===== src/design/ssr_pkg.sv =====
// Shared types and constants for the stream substring replace block.
// No dependencies; compile first.
package ssr_pkg;

  localparam int BYTE_W      = 8;
  localparam int TALLY_W     = 24;
  localparam int CFG_DATA_W  = 64;
  localparam int CFG_INDEX_W = 3;
  localparam int PAT_LEN_W   = 4;
  localparam int REPL_BYTES  = 8;
  localparam int REPL_LEN_W  = 4;
  localparam int REPL_IDX_W  = 3;
  localparam int LIMIT_W     = 16;

  localparam logic [TALLY_W-1:0] TALLY_MAX = {TALLY_W{1'b1}};

  localparam logic [CFG_INDEX_W-1:0] REG_PATTERN_WORD     = 3'd0;
  localparam logic [CFG_INDEX_W-1:0] REG_PATTERN_LEN      = 3'd1;
  localparam logic [CFG_INDEX_W-1:0] REG_REPLACEMENT_WORD = 3'd2;
  localparam logic [CFG_INDEX_W-1:0] REG_REPLACEMENT_LEN  = 3'd3;
  localparam logic [CFG_INDEX_W-1:0] REG_LIMIT_ENABLE     = 3'd4;
  localparam logic [CFG_INDEX_W-1:0] REG_LIMIT_COUNT      = 3'd5;

  typedef struct packed {
    logic accept;
    logic shift;
    logic replace;
    logic emit_repl;
    logic emit_bare;
    logic last;
  } ssr_cmd_t;

  typedef struct packed {
    logic match_full;
    logic match_part;
    logic count_zero;
    logic count_one;
    logic repl_empty;
    logic repl_last;
    logic out_free;
  } ssr_status_t;

endpackage


===== src/design/ssr_if.sv =====
// Stream interfaces for text items in and result items out.
// Depends on ssr_pkg.
interface ssr_text_if;
  logic                      valid;
  logic                      ready;
  logic [ssr_pkg::BYTE_W-1:0] text_byte;
  logic                      end_of_text;

  modport source (output valid, text_byte, end_of_text, input ready);
  modport sink   (input valid, text_byte, end_of_text, output ready);
endinterface

interface ssr_result_if;
  logic                        valid;
  logic                        ready;
  logic [ssr_pkg::BYTE_W-1:0]  out_byte;
  logic                        byte_valid;
  logic                        out_last;
  logic [ssr_pkg::TALLY_W-1:0] replacements_made;
  logic [ssr_pkg::TALLY_W-1:0] output_length;

  modport source (output valid, out_byte, byte_valid, out_last, replacements_made,
                  output_length, input ready);
  modport sink   (input valid, out_byte, byte_valid, out_last, replacements_made,
                  output_length, output ready);
endinterface


===== src/design/ssr_datapath.sv =====
// Datapath: config registers, pending byte buffer, prefix compare, tallies
// and the output register. Driven by ssr_controller; depends on ssr_pkg.
module ssr_datapath #(
  parameter int PATTERN_BYTES = 8
) (
  input  logic                                clk,
  input  logic                                rst,
  input  logic                                cfg_we,
  input  logic [ssr_pkg::CFG_INDEX_W-1:0]     cfg_index,
  input  logic [ssr_pkg::CFG_DATA_W-1:0]      cfg_data,
  input  logic [ssr_pkg::BYTE_W-1:0]          text_byte,
  input  ssr_pkg::ssr_cmd_t                   cmd,
  output ssr_pkg::ssr_status_t                status,
  input  logic                                out_ready,
  output logic                                out_valid,
  output logic [ssr_pkg::BYTE_W-1:0]          out_byte,
  output logic                                byte_valid,
  output logic                                out_last,
  output logic [ssr_pkg::TALLY_W-1:0]         replacements_made,
  output logic [ssr_pkg::TALLY_W-1:0]         output_length
);

  localparam int CW = $clog2(PATTERN_BYTES + 1);
  localparam int PW = PATTERN_BYTES * ssr_pkg::BYTE_W;
  localparam int RW = ssr_pkg::REPL_BYTES * ssr_pkg::BYTE_W;

  logic [ssr_pkg::CFG_DATA_W-1:0]  pattern_word;
  logic [ssr_pkg::PAT_LEN_W-1:0]   pattern_len;
  logic [RW-1:0]                   replacement_word;
  logic [ssr_pkg::REPL_LEN_W-1:0]  replacement_len;
  logic                            limit_enable;
  logic [ssr_pkg::LIMIT_W-1:0]     limit_count;

  logic [PW-1:0]                   act_pattern;
  logic [CW-1:0]                   act_len;
  logic [CW-1:0]                   load_len;
  logic [ssr_pkg::BYTE_W-1:0]      pend [PATTERN_BYTES];
  logic [CW-1:0]                   count;
  logic [ssr_pkg::REPL_IDX_W-1:0]  ridx;
  logic [ssr_pkg::REPL_LEN_W-1:0]  repl_len_eff;
  logic [ssr_pkg::TALLY_W-1:0]     replace_tally;
  logic [ssr_pkg::TALLY_W-1:0]     emitted_tally;
  logic [ssr_pkg::TALLY_W-1:0]     emitted_next;
  logic                            allowed;
  logic                            prefix;
  logic                            emit;
  logic                            emit_valid;
  logic [ssr_pkg::BYTE_W-1:0]      emit_byte;

  // config registers
  always_ff @(posedge clk) begin
    if (rst) begin
      pattern_word     <= '0;
      pattern_len      <= ssr_pkg::PAT_LEN_W'(1);
      replacement_word <= '0;
      replacement_len  <= '0;
      limit_enable     <= 1'b0;
      limit_count      <= '0;
    end else if (cfg_we) begin
      case (cfg_index)
        ssr_pkg::REG_PATTERN_WORD:     pattern_word     <= cfg_data;
        ssr_pkg::REG_PATTERN_LEN:      pattern_len      <= cfg_data[ssr_pkg::PAT_LEN_W-1:0];
        ssr_pkg::REG_REPLACEMENT_WORD: replacement_word <= cfg_data[RW-1:0];
        ssr_pkg::REG_REPLACEMENT_LEN:  replacement_len  <= cfg_data[ssr_pkg::REPL_LEN_W-1:0];
        ssr_pkg::REG_LIMIT_ENABLE:     limit_enable     <= cfg_data[0];
        ssr_pkg::REG_LIMIT_COUNT:      limit_count      <= cfg_data[ssr_pkg::LIMIT_W-1:0];
        default: ;
      endcase
    end
  end

  always_comb begin
    if (pattern_len == '0) begin
      load_len = CW'(1);
    end else if (int'(pattern_len) > PATTERN_BYTES) begin
      load_len = CW'(PATTERN_BYTES);
    end else begin
      load_len = CW'(pattern_len);
    end
  end

  assign repl_len_eff = (int'(replacement_len) > ssr_pkg::REPL_BYTES)
                      ? ssr_pkg::REPL_LEN_W'(ssr_pkg::REPL_BYTES) : replacement_len;

  assign allowed = !limit_enable || (replace_tally < ssr_pkg::TALLY_W'(limit_count));

  always_comb begin
    prefix = (count <= act_len);
    for (int i = 0; i < PATTERN_BYTES; i++) begin
      if (CW'(i) < count && pend[i] != act_pattern[i*ssr_pkg::BYTE_W +: ssr_pkg::BYTE_W]) begin
        prefix = 1'b0;
      end
    end
  end

  always_comb begin
    status.match_full = allowed && prefix && (count == act_len);
    status.match_part = allowed && prefix;
    status.count_zero = (count == '0);
    status.count_one  = (count == CW'(1));
    status.repl_empty = (repl_len_eff == '0);
    status.repl_last  = (ssr_pkg::REPL_LEN_W'(ridx) + ssr_pkg::REPL_LEN_W'(1)) == repl_len_eff;
    status.out_free   = !out_valid || out_ready;
  end

  // pending buffer and active pattern
  always_ff @(posedge clk) begin
    if (cmd.accept) begin
      for (int i = 0; i < PATTERN_BYTES; i++) begin
        if (CW'(i) == count) begin
          pend[i] <= text_byte;
        end
      end
      if (count == '0) begin
        act_pattern <= pattern_word[PW-1:0];
        act_len     <= load_len;
      end
    end else if (cmd.shift) begin
      for (int i = 0; i < PATTERN_BYTES - 1; i++) begin
        pend[i] <= pend[i+1];
      end
    end
  end

  always_ff @(posedge clk) begin
    if (rst) begin
      count <= '0;
    end else if (cmd.accept) begin
      count <= count + CW'(1);
    end else if (cmd.shift) begin
      count <= count - CW'(1);
    end else if (cmd.replace) begin
      count <= '0;
    end
  end

  always_ff @(posedge clk) begin
    if (cmd.replace) begin
      ridx <= '0;
    end else if (cmd.emit_repl) begin
      ridx <= ridx + ssr_pkg::REPL_IDX_W'(1);
    end
  end

  assign emit       = cmd.shift || cmd.emit_repl || cmd.emit_bare;
  assign emit_valid = cmd.shift || cmd.emit_repl;

  always_comb begin
    if (cmd.shift) begin
      emit_byte = pend[0];
    end else if (cmd.emit_repl) begin
      emit_byte = replacement_word[ridx*ssr_pkg::BYTE_W +: ssr_pkg::BYTE_W];
    end else begin
      emit_byte = '0;
    end
  end

  assign emitted_next = (emit_valid && emitted_tally != ssr_pkg::TALLY_MAX)
                      ? emitted_tally + ssr_pkg::TALLY_W'(1) : emitted_tally;

  // tallies clear once the last item of a text is out
  always_ff @(posedge clk) begin
    if (rst) begin
      replace_tally <= '0;
      emitted_tally <= '0;
    end else if (cmd.last) begin
      replace_tally <= '0;
      emitted_tally <= '0;
    end else begin
      if (cmd.replace && replace_tally != ssr_pkg::TALLY_MAX) begin
        replace_tally <= replace_tally + ssr_pkg::TALLY_W'(1);
      end
      if (emit) begin
        emitted_tally <= emitted_next;
      end
    end
  end

  // output register
  always_ff @(posedge clk) begin
    if (rst) begin
      out_valid <= 1'b0;
    end else if (emit) begin
      out_valid <= 1'b1;
    end else if (out_ready) begin
      out_valid <= 1'b0;
    end
  end

  always_ff @(posedge clk) begin
    if (emit) begin
      out_byte          <= emit_byte;
      byte_valid        <= emit_valid;
      out_last          <= cmd.last;
      replacements_made <= replace_tally;
      output_length     <= emitted_next;
    end
  end

endmodule


===== src/design/ssr_controller.sv =====
// Controller: sequences accept, match evaluation, replacement output and
// end-of-text flush. Drives ssr_datapath by command; depends on ssr_pkg.
module ssr_controller (
  input  logic                  clk,
  input  logic                  rst,
  input  logic                  in_valid,
  input  logic                  in_end,
  output logic                  in_ready,
  input  ssr_pkg::ssr_status_t  status,
  output ssr_pkg::ssr_cmd_t     cmd
);

  localparam logic [1:0] S_IDLE  = 2'd0;
  localparam logic [1:0] S_EVAL  = 2'd1;
  localparam logic [1:0] S_REPL  = 2'd2;
  localparam logic [1:0] S_FLUSH = 2'd3;

  logic [1:0] state;
  logic [1:0] state_next;
  logic       end_flag;
  logic       emitted;

  assign in_ready = (state == S_IDLE);

  always_comb begin
    cmd        = '0;
    state_next = state;
    case (state)
      S_IDLE: begin
        if (in_valid) begin
          cmd.accept = 1'b1;
          state_next = S_EVAL;
        end
      end
      S_EVAL: begin
        if (status.match_full) begin
          cmd.replace = 1'b1;
          if (!status.repl_empty) begin
            state_next = S_REPL;
          end else begin
            state_next = end_flag ? S_FLUSH : S_IDLE;
          end
        end else if (status.match_part) begin
          state_next = end_flag ? S_FLUSH : S_IDLE;
        end else if (status.out_free) begin
          cmd.shift = 1'b1;
          cmd.last  = end_flag && status.count_one;
          if (status.count_one) begin
            state_next = S_IDLE;
          end
        end
      end
      S_REPL: begin
        if (status.out_free) begin
          cmd.emit_repl = 1'b1;
          cmd.last      = end_flag && status.repl_last;
          if (status.repl_last) begin
            state_next = S_IDLE;
          end
        end
      end
      S_FLUSH: begin
        if (status.count_zero) begin
          if (emitted) begin
            state_next = S_IDLE;
          end else if (status.out_free) begin
            cmd.emit_bare = 1'b1;
            cmd.last      = 1'b1;
            state_next    = S_IDLE;
          end
        end else if (status.out_free) begin
          cmd.shift = 1'b1;
          cmd.last  = status.count_one;
          if (status.count_one) begin
            state_next = S_IDLE;
          end
        end
      end
      default: state_next = S_IDLE;
    endcase
  end

  always_ff @(posedge clk) begin
    if (rst) begin
      state   <= S_IDLE;
      emitted <= 1'b0;
    end else begin
      state <= state_next;
      if (cmd.accept) begin
        emitted <= 1'b0;
      end else if (cmd.shift || cmd.emit_repl || cmd.emit_bare) begin
        emitted <= 1'b1;
      end
    end
  end

  always_ff @(posedge clk) begin
    if (cmd.accept) begin
      end_flag <= in_end;
    end
  end

  a_emit_needs_room: assert property (@(posedge clk) disable iff (rst)
    (cmd.shift || cmd.emit_repl || cmd.emit_bare) |-> status.out_free)
    else $error("item emitted while output register full");

  a_one_action: assert property (@(posedge clk) disable iff (rst)
    $onehot0({cmd.accept, cmd.shift, cmd.replace, cmd.emit_repl, cmd.emit_bare}))
    else $error("more than one datapath action in a cycle");

  a_last_only_at_end: assert property (@(posedge clk) disable iff (rst)
    cmd.last |-> end_flag && (cmd.shift || cmd.emit_repl || cmd.emit_bare))
    else $error("last marker outside end of text");

  a_repl_buffer_empty: assert property (@(posedge clk) disable iff (rst)
    state == S_REPL |-> status.count_zero)
    else $error("pending bytes held during replacement output");

  a_last_returns_idle: assert property (@(posedge clk) disable iff (rst)
    cmd.last |=> state == S_IDLE)
    else $error("controller busy after last item");

endmodule


===== src/design/stream_substring_replace.sv =====
// Each accepted text byte goes through an accept step, then match evaluation
// against the pending buffer. The single output register takes one byte per
// cycle unless output backpressure holds it. A match leads to the replacement
// bytes being output one by one, and an end-of-text flush outputs each pending
// byte in turn, or a bare end item. The pending buffer is PATTERN_BYTES deep
// and needs no clearing after reset.
// Top level; depends on ssr_pkg, ssr_if, ssr_controller and ssr_datapath.
module stream_substring_replace #(
  parameter int PATTERN_BYTES = 8
) (
  input  logic                            clk,
  input  logic                            rst,
  input  logic                            cfg_we,
  input  logic [ssr_pkg::CFG_INDEX_W-1:0] cfg_index,
  input  logic [ssr_pkg::CFG_DATA_W-1:0]  cfg_data,
  ssr_text_if.sink                        text,
  ssr_result_if.source                    result
);

  ssr_pkg::ssr_cmd_t    cmd;
  ssr_pkg::ssr_status_t status;

  ssr_controller u_ctrl (
    .clk      (clk),
    .rst      (rst),
    .in_valid (text.valid),
    .in_end   (text.end_of_text),
    .in_ready (text.ready),
    .status   (status),
    .cmd      (cmd)
  );

  ssr_datapath #(
    .PATTERN_BYTES (PATTERN_BYTES)
  ) u_dp (
    .clk               (clk),
    .rst               (rst),
    .cfg_we            (cfg_we),
    .cfg_index         (cfg_index),
    .cfg_data          (cfg_data),
    .text_byte         (text.text_byte),
    .cmd               (cmd),
    .status            (status),
    .out_ready         (result.ready),
    .out_valid         (result.valid),
    .out_byte          (result.out_byte),
    .byte_valid        (result.byte_valid),
    .out_last          (result.out_last),
    .replacements_made (result.replacements_made),
    .output_length     (result.output_length)
  );

endmodule


===== src/flat_wrapper.sv =====
// flat-port wrapper written by rule: the top's interface ports become plain ports
module stream_substring_replace_flat 
#(
  parameter int PATTERN_BYTES = 8
)
  (clk, rst, cfg_we, cfg_index, cfg_data, text_valid, text_text_byte, text_end_of_text, text_ready, result_valid, result_out_byte, result_byte_valid, result_out_last, result_replacements_made, result_output_length, result_ready);
  ssr_text_if text_i ();
  ssr_result_if result_i ();
  input  logic clk;
  input  logic rst;
  input  logic cfg_we;
  input  logic [ssr_pkg::CFG_INDEX_W-1:0] cfg_index;
  input  logic [ssr_pkg::CFG_DATA_W-1:0] cfg_data;
  input wire logic [$bits(text_i.valid)-1:0] text_valid;
  input wire logic [$bits(text_i.text_byte)-1:0] text_text_byte;
  input wire logic [$bits(text_i.end_of_text)-1:0] text_end_of_text;
  output wire logic [$bits(text_i.ready)-1:0] text_ready;
  output wire logic [$bits(result_i.valid)-1:0] result_valid;
  output wire logic [$bits(result_i.out_byte)-1:0] result_out_byte;
  output wire logic [$bits(result_i.byte_valid)-1:0] result_byte_valid;
  output wire logic [$bits(result_i.out_last)-1:0] result_out_last;
  output wire logic [$bits(result_i.replacements_made)-1:0] result_replacements_made;
  output wire logic [$bits(result_i.output_length)-1:0] result_output_length;
  input wire logic [$bits(result_i.ready)-1:0] result_ready;
  assign text_i.valid = text_valid;
  assign text_i.text_byte = text_text_byte;
  assign text_i.end_of_text = text_end_of_text;
  assign text_ready = text_i.ready;
  assign result_valid = result_i.valid;
  assign result_out_byte = result_i.out_byte;
  assign result_byte_valid = result_i.byte_valid;
  assign result_out_last = result_i.out_last;
  assign result_replacements_made = result_i.replacements_made;
  assign result_output_length = result_i.output_length;
  assign result_i.ready = result_ready;
  stream_substring_replace #(.PATTERN_BYTES(PATTERN_BYTES)) u_core (.clk(clk), .rst(rst), .cfg_we(cfg_we), .cfg_index(cfg_index), .cfg_data(cfg_data), .text(text_i), .result(result_i));
endmodule

===== config.mk =====
export PLATFORM = sky130hd
export DESIGN_NAME = stream_substring_replace_flat
export DESIGN_NICKNAME = d
export VERILOG_FILES = /design/src/design/ssr_pkg.sv /design/src/design/ssr_if.sv /design/src/design/ssr_datapath.sv /design/src/design/ssr_controller.sv /design/src/design/stream_substring_replace.sv /design/src/flat_wrapper.sv
export SDC_FILE = /design/constraint.sdc
export NUM_CORES = 1
export LEC_CHECK = 0
export BUFFER_PORTS_ARGS = -buffer_cell sky130_fd_sc_hd__buf_2
export CELL_PAD_IN_SITES_DETAIL_PLACEMENT = 0
export CELL_PAD_IN_SITES_GLOBAL_PLACEMENT = 1
export CORE_AREA = 2 2 212 214
export DETAILED_ROUTE_END_ITERATION = 10
export DIE_AREA = 0 0 214 216
export PLACE_DENSITY_LB_ADDON = 0.1
export SYNTH_ARGS = -nofsm -noshare
export SYNTH_HDL_FRONTEND = slang
export SYNTH_SLANG_ARGS = --single-unit

===== constraint.sdc =====
create_clock -name clk -period 6.8 [get_ports clk]
set_input_delay 1.02 -clock clk [delete_from_list [all_inputs] [get_ports clk]]
set_output_delay 1.02 -clock clk [all_outputs]
set_load 0.005 [all_outputs]

==> impl_metrics.env, run 1 <==
export IMPL_status="finished clean"
export IMPL_drt_total_wl_um=48700
export IMPL_p_per_area_nw_per_um2=374
export IMPL_finClkSkew_ns=0.0183
export IMPL_synth_cell_types=71
export IMPL_gp_congestion=0.841
export IMPL_synthesis_area_sq_um=17400
export IMPL_hpwl_um=33800
export IMPL_synth_avg_cell_area_sq_um=10.3
export IMPL_syn_nets=1801
export IMPL_layout_commonest_cell="nand2_1"
export IMPL_area_growth_pct=15.1
export IMPL_crit_fanout=51
export IMPL_io_buffers=140
export IMPL_hold_viol=0
export IMPL_avgRoutedWirePerCell_um=20.1
export IMPL_r2r_start="u_core.u_dp.count[1]$_SDFFE_PP0P_"
export IMPL_worst_pin_slew_ns=1.41
export IMPL_fin_crit_ns=4.76
export IMPL_synthMuxAreaShare_pct=3.85
export IMPL_clockRootBuffer="clkbuf_16"
export IMPL_hp_start="u_core.u_dp.pattern_word[25]$_SDFFE_PP0P_"
export IMPL_ant_nets=0
export IMPL_grt_pass1_wl_um=73900
export IMPL_grt_pass1_vias=12181
export IMPL_tns_ns=0
export IMPL_leakage_nw=7.43
export IMPL_worstRegToRegCells=10
export IMPL_grt_max_degree=139
export IMPL_synth_warnings=0
export IMPL_cts_buffers=44
export IMPL_synth_ff_type="dfxtp_1"
export IMPL_cts_sinks=403
export IMPL_clk_path_buf_depth=3
export IMPL_synth_area_leader_cell="edfxtp_1"
export IMPL_worstPathRequired_ns=7.04
export IMPL_fp_dieH_um=216
export IMPL_drt_iter0_markers=820
export IMPL_synth_area_leaders="edfxtp_1 (33%), dfxtp_1 (24%), nand2_1 (8.0%)"
export IMPL_dr_pass1_iters=5
export IMPL_dp_slack_ns=2.09
export IMPL_nets=1904
export IMPL_async_flop_share_pct=0
export IMPL_setup_violations=0
export IMPL_synthSimpleGateAreaFrac_pct=16.9
export IMPL_worst_slack_ns=2.04
export IMPL_cts_resized=0
export IMPL_clk_latency_ns=0.58
export IMPL_syn_inst=1693
export IMPL_dpl_cell_area_sq_um=18700
export IMPL_fin_area_sq_um=20100
export IMPL_drc_errors=0
export IMPL_synth_edf_count=191
export IMPL_slew_headroom_pct=5.94
export IMPL_cp_arrival_ns=5.00
export IMPL_min_path_cells=0
export IMPL_antenna_found_initial=0
export IMPL_io_pins=141
export IMPL_fp_dieW_um=214
export IMPL_crit_path_end_kind="register"
export IMPL_rrSetupSlack_ns=2.04
export IMPL_htreeDepth=2
export IMPL_grt_overflow_total=0
export IMPL_synth_seq_cells=403
export IMPL_ys_seq_area_share_pct=57.2
export IMPL_synthXorXnorAreaFrac_pct=4.82
export IMPL_dieArea_sq_um=46200
export IMPL_yosysTopAreaCellShare_pct=32.9
export IMPL_crit_type="register to register"
export IMPL_fmax_ghz=0.210
export IMPL_diodes=0
export IMPL_maxCapViolCount=0
export IMPL_min_to="u_core.u_dp.act_pattern[25]$_DFFE_PP_"
export IMPL_rows=77
export IMPL_layout_drive_gt1_share_pct=14.0
export IMPL_synth_top_family_by_area="simple AND/OR/NAND/NOR gates"
export IMPL_vias=12648
export IMPL_instances_no_fill=2424
export IMPL_initial_core_util_pct=39.8
export IMPL_final_max_slew_viol_count=0
export IMPL_core_area_sq_um=43800
export IMPL_dp_cells=2342
export IMPL_irDropWorstVdd_mv=0.173
export IMPL_post_synth_fa_ha_maj_area_fraction_pct=1.94
export IMPL_cts_hold_buffers=0
export IMPL_worstSetupStartpointType="register"
export IMPL_fin_crit_sh_pct=70.0
export IMPL_tritoncts="done"
export IMPL_cts_reportedPaths_clkPinSlew_ns=0.06
export IMPL_power_mw=7.50
export IMPL_worstHoldPathType="register to register"
export IMPL_rsz0062_at_grt="false"
export IMPL_most_common_layout_cells="nand2_1 (370), dfxtp_1 (212), a21oi_1 (191), edfxtp_1 (191), buf_2 (139)"
export IMPL_r2r_end="u_core.u_dp.replacements_made[11]$_DFFE_PP_"
export IMPL_post_cts_setup_buffer_count=0
export IMPL_grt_util_all_layers_pct=20.8
export IMPL_routed_via_density=5.22
export IMPL_synth_compound_area_share_pct=12.1
cell type report:
| cell class | instances | area (sq um) |
|---|---|---|
| clock buffer | 64 | 1250 |
| fill | 4218 | 23800 |
| clock inverter | 18 | 148 |
| inverter | 34 | 128 |
| multi-input combinational | 1153 | 6950 |
| tap | 592 | 741 |
| timing repair buffer | 160 | 866 |
| sequential | 403 | 9980 |
how the worst max path moves through the flow:
stage,start,to,slack [ns],cells past startpoint
final,u_core.u_dp.count[1]$_SDFFE_PP0P_,u_core.u_dp.replacements_made[11]$_DFFE_PP_,2.04,10
after global routing,u_core.u_dp.count[1]$_SDFFE_PP0P_,u_core.u_dp.replacements_made[11]$_DFFE_PP_,1.67,10
after CTS,u_core.u_dp.count[1]$_SDFFE_PP0P_,u_core.u_dp.replacements_made[11]$_DFFE_PP_,2.05,10
after detailed placement,u_core.u_dp.count[1]$_SDFFE_PP0P_,u_core.u_dp.replacements_made[9]$_DFFE_PP_,2.09,10
after global placement,u_core.u_dp.count[1]$_SDFFE_PP0P_,u_core.u_dp.replacements_made[10]$_DFFE_PP_,2.22,10
after floorplan,u_core.u_dp.count[0]$_SDFFE_PP0P_,u_core.u_dp.byte_valid$_DFFE_PP_,1.46,8
flip-flops by register name (all words and copies together), names as in the netlist, 3 cells and up:
| register | cells |
|---|---|
| u_core.u_dp.act_pattern | 64 |
| u_core.u_dp.ridx | 3 |
| u_core.u_dp.emitted_tally | 24 |
| u_core.u_dp.replacement_word | 64 |
| u_core.u_dp.pattern_word | 64 |
| u_core.u_dp.pend | 64 |
| u_core.u_dp.replace_tally | 24 |
| u_core.u_dp.act_len | 4 |
| u_core.u_dp.pattern_len | 4 |
| u_core.u_dp.output_length | 24 |
| u_core.u_dp.out_byte | 8 |
| u_core.u_dp.replacement_len | 4 |
| u_core.u_dp.count | 4 |
| u_core.u_dp.replacements_made | 24 |
| u_core.u_dp.limit_count | 16 |
cell usage after synthesis, types with 8 or more instances:
cell type and instances:
buf_2 11, a211oi_1 12, xor2_1 77, nand2_1 370
nand4_1 24, dfxtp_1 212, a21o_1 44, mux2i_1 30
o21ai_0 22, o211ai_1 16, nor3b_1 10, nand3b_1 10
inv_1 34, ha_1 27, nand3_1 52, nor3_1 19
edfxtp_1 191, a22o_1 8, nor2_1 58, nor2b_1 12
and3_1 18, xnor2_1 19, nor4_1 18, mux4_2 16
clkbuf_1 84, and2_1 11, a21oi_1 192
worst max-delay path, cell delays in order (launching register included):
cell and delay [ns]:
dfxtp_1 0.38, inv_1 0.18, ha_1 0.23, inv_1 0.10
nor3_2 0.36, a21oi_1 0.08, or4b_1 0.65, or4b_1 0.80
o21ai_2 0.91, a21oi_4 0.25, buf_4 0.39
per-stage QoR:
stage          hold slack, ns  utilization [%]
2_1_floorplan           0.408                -
3_3_place_gp            0.414             42.6
3_5_place_dp            0.417             42.6
4_1_cts                 0.431             45.8
5_1_grt                 0.435             45.8
6_report                0.431             45.8
cell families after synthesis:
logic type / count (synthesis)
AND/OR/NAND/NOR: 640
adder cells (fa/ha/maj): 27
AO/OA/AOI/OAI: 343
XOR/XNOR: 96
buffers and inverters: 137
multiplexers: 47
flip-flops: 403
report_power, final:
group	internal, mW	switching, mW
Combinational	0.609	1.13
Sequential	3.17	0.280
Clock	1.32	0.985
per-layer routing:
metal / wire length, um / vias to the layer above / part of all wire (%) / GRT usage, %
met1: 22400 / 6142 / 46 / 28.3
met3: 1560 / 72 / 3.2 / 2.58
met5: 0 / - / 0 / 0
met4: 1220 / 0 / 2.5 / 6.64
li1: - / 6220 / - / -
met2: 23500 / 214 / 48 / 34.5
Power figures use the tool's default switching activity.
==> run 2, diff against run 1 <==
clock period = 4.8 ns   (was 6.8 ns; I/O delays follow)
==> run 2 against run 1 <==
Effect of this change: final cell count up 0.12%; final area up 0.46%; core utilization increased by 0.21 points; non-clock buffer count is 5 higher; maximum frequency rose by 5.3%; sequential share of layout area decreased by 0.23 points; wire length up 0.12%; first-iteration DRC count grew 9.5%; die area unchanged; setup slack worse by 1.8 ns; worst hold slack worse by 0.080 ns; clock skew down 0.0037 ns; critical endpoint is now u_core.u_dp.pend[0][33]$_DFFE_PP_; largest power group unchanged; highest routed layer unchanged.
==> impl_metrics.env, run 2 (same netlist as run 1, synthesis figures left out) <==
export IMPL_grt_overflow_total=0
export IMPL_dr_pass1_iters=7
export IMPL_status="finished clean"
export IMPL_critPathSlowestCell="nor3b_1"
export IMPL_met3_usage_pct=3.35
export IMPL_io_pins=141
export IMPL_drc_errors=0
export IMPL_vias=12745
export IMPL_gp_congestion=0.832
export IMPL_dp_cells=2347
export IMPL_fin_crit_sh_pct=94.2
export IMPL_rsz0062_at_grt="false"
export IMPL_instances_no_fill=2427
export IMPL_path_common_cell="inv_1"
export IMPL_fp_dieW_um=214
export IMPL_min_to="u_core.u_ctrl.end_flag$_DFFE_PP_"
export IMPL_crit_fanout=31
export IMPL_grt_use_met1_pct=28.2
export IMPL_hpwl_um=33700
export IMPL_worstHoldPathType="primary input to register"
export IMPL_cts_sinks=403
export IMPL_holdWs_ns=0.351
export IMPL_slew_headroom_pct=16.3
export IMPL_fp_dieH_um=216
export IMPL_dieArea_sq_um=46200
export IMPL_cts_hold_buffers=0
export IMPL_avgRoutedWirePerCell_um=20.1
export IMPL_grt_util_all_layers_pct=20.9
export IMPL_core_area_sq_um=43800
export IMPL_cts_buffers=44
export IMPL_tritoncts="done"
export IMPL_cts_resized=0
export IMPL_grt_max_degree=130
export IMPL_path_delay_family="simple AND/OR/NAND/NOR gates"
export IMPL_worst_pin_slew_ns=1.25
export IMPL_slowest_delay_ns=1.04
export IMPL_io_buffers=140
export IMPL_layout_commonest_cell="nand2_1"
export IMPL_p_per_area_nw_per_um2=536
export IMPL_cts_reportedPaths_clkPinSlew_ns=0.06
export IMPL_fmax_ghz=0.221
export IMPL_initial_core_util_pct=39.8
export IMPL_rows=77
export IMPL_grt_pass1_wl_um=74300
export IMPL_clk_latency_ns=0.58
export IMPL_multiInputGateArea_sq_um=6950
export IMPL_worstSetupStartpointType="register"
export IMPL_nets=1909
export IMPL_crit_chain="inv_1, ha_1, inv_1, nor3_2, a21oi_1, or4b_1, nor4b_4, a31oi_2, buf_4, nor3b_1, a21o_1"
export IMPL_htreeDepth=2
export IMPL_antenna_found_initial=1
export IMPL_ant_nets=0
export IMPL_setup_violations=0
export IMPL_final_max_slew_viol_count=0
export IMPL_maxCapViolCount=0
export IMPL_grt_pass1_vias=12265
export IMPL_worstRegToRegCells=11
export IMPL_cp_arrival_ns=4.95
export IMPL_post_route_util_pct=46.0
export IMPL_worstPathRequired_ns=5.23
export IMPL_area_growth_pct=15.6
export IMPL_irDropWorstVdd_mv=0.257
export IMPL_tns_ns=0
export IMPL_routed_via_density=5.25
export IMPL_hold_viol=0
export IMPL_crit_type="register to register"
export IMPL_r2r_end="u_core.u_dp.pend[0][33]$_DFFE_PP_"
export IMPL_busiest_layer="met2"
export IMPL_register_area_sq_um=9980
export IMPL_layout_drive_gt1_share_pct=14.4
export IMPL_min_path_cells=1
export IMPL_drt_iter0_markers=898
export IMPL_path_buf_inv=3
export IMPL_finClkSkew_ns=0.0146
export IMPL_leakage_nw=7.46
export IMPL_diodes=0
export IMPL_post_cts_setup_buffer_count=0
export IMPL_hp_start="text_end_of_text"
export IMPL_r2r_start="u_core.u_dp.count[0]$_SDFFE_PP0P_"
export IMPL_power_mw=10.8
export IMPL_clk_path_buf_depth=3
export IMPL_fillers=4177
export IMPL_fin_crit_ns=4.52
export IMPL_met2_usage_pct=34.3
export IMPL_crit_path_end_kind="register"
export IMPL_clockRootBuffer="clkbuf_16"
export IMPL_rrSetupSlack_ns=0.28
export IMPL_drt_total_wl_um=48700
export IMPL_most_common_layout_cells="nand2_1 (370), dfxtp_1 (212), a21oi_1 (191), edfxtp_1 (191), buf_2 (139)"
[run 2: changes by cell type in the layout (fill, tap and decap cells not counted), moves of 2 or more]
cell and change:
buf_4 +4, bufinv_16 +3, clkbuf_8 -3, clkinv_1 -5
clkinv_4 -2, clkinvlp_2 +2, clkinvlp_4 +4
[run 2: where the power goes]
| group | leakage [nW] | switching (mW) | internal [mW] |
|---|---|---|---|
| Combinational | 3.24 | 1.58 | 0.888 |
| Clock | 0.687 | 1.40 | 2.00 |
| Sequential | 3.54 | 0.433 | 4.49 |
[run 2: worst max path at each step]
stage / startpoint / endpoint / slack [ns] / cells after the start
final: u_core.u_dp.count[0]$_SDFFE_PP0P_ / u_core.u_dp.pend[0][33]$_DFFE_PP_ / 0.28 / 11
after global routing: u_core.u_dp.count[0]$_SDFFE_PP0P_ / u_core.u_dp.pend[0][33]$_DFFE_PP_ / 0.11 / 11
after CTS: u_core.u_dp.count[0]$_SDFFE_PP0P_ / u_core.u_dp.pend[0][33]$_DFFE_PP_ / 0.34 / 11
after detailed placement: u_core.u_dp.count[0]$_SDFFE_PP0P_ / u_core.u_dp.pend[0][33]$_DFFE_PP_ / 0.38 / 11
after global placement: u_core.u_dp.count[1]$_SDFFE_PP0P_ / u_core.u_dp.pend[0][33]$_DFFE_PP_ / 0.39 / 11
after floorplan: text_valid / u_core.u_dp.act_len[0]$_SDFFCE_PP1P_ / 0.49 / 3
[run 2: through the flow]
step | worst slack, ns | instance area [sq um]
4_1_cts | 0.341 | 20200
3_3_place_gp | 0.393 | 18700
5_1_grt | 0.113 | 20200
2_1_floorplan | 0.489 | 17400
3_5_place_dp | 0.380 | 18700
6_report | 0.280 | 20200
[run 2: final cells by class]
cell class / count / area share [%]
sequential: 403 / 49.5
multi-input combinational: 1153 / 34.5
clock buffer: 61 / 6.09
timing repair buffer: 165 / 4.55
tap: 592 / 3.68
clock inverter: 19 / 1.04
inverter: 34 / 0.633
[run 2: routing by layer]
layer | vias up | part of all wire (%)
li1 | 6231 | -
met1 | 6172 | 46
met2 | 269 | 47
met3 | 73 | 4.1
met4 | 0 | 2.9
met5 | - | 0
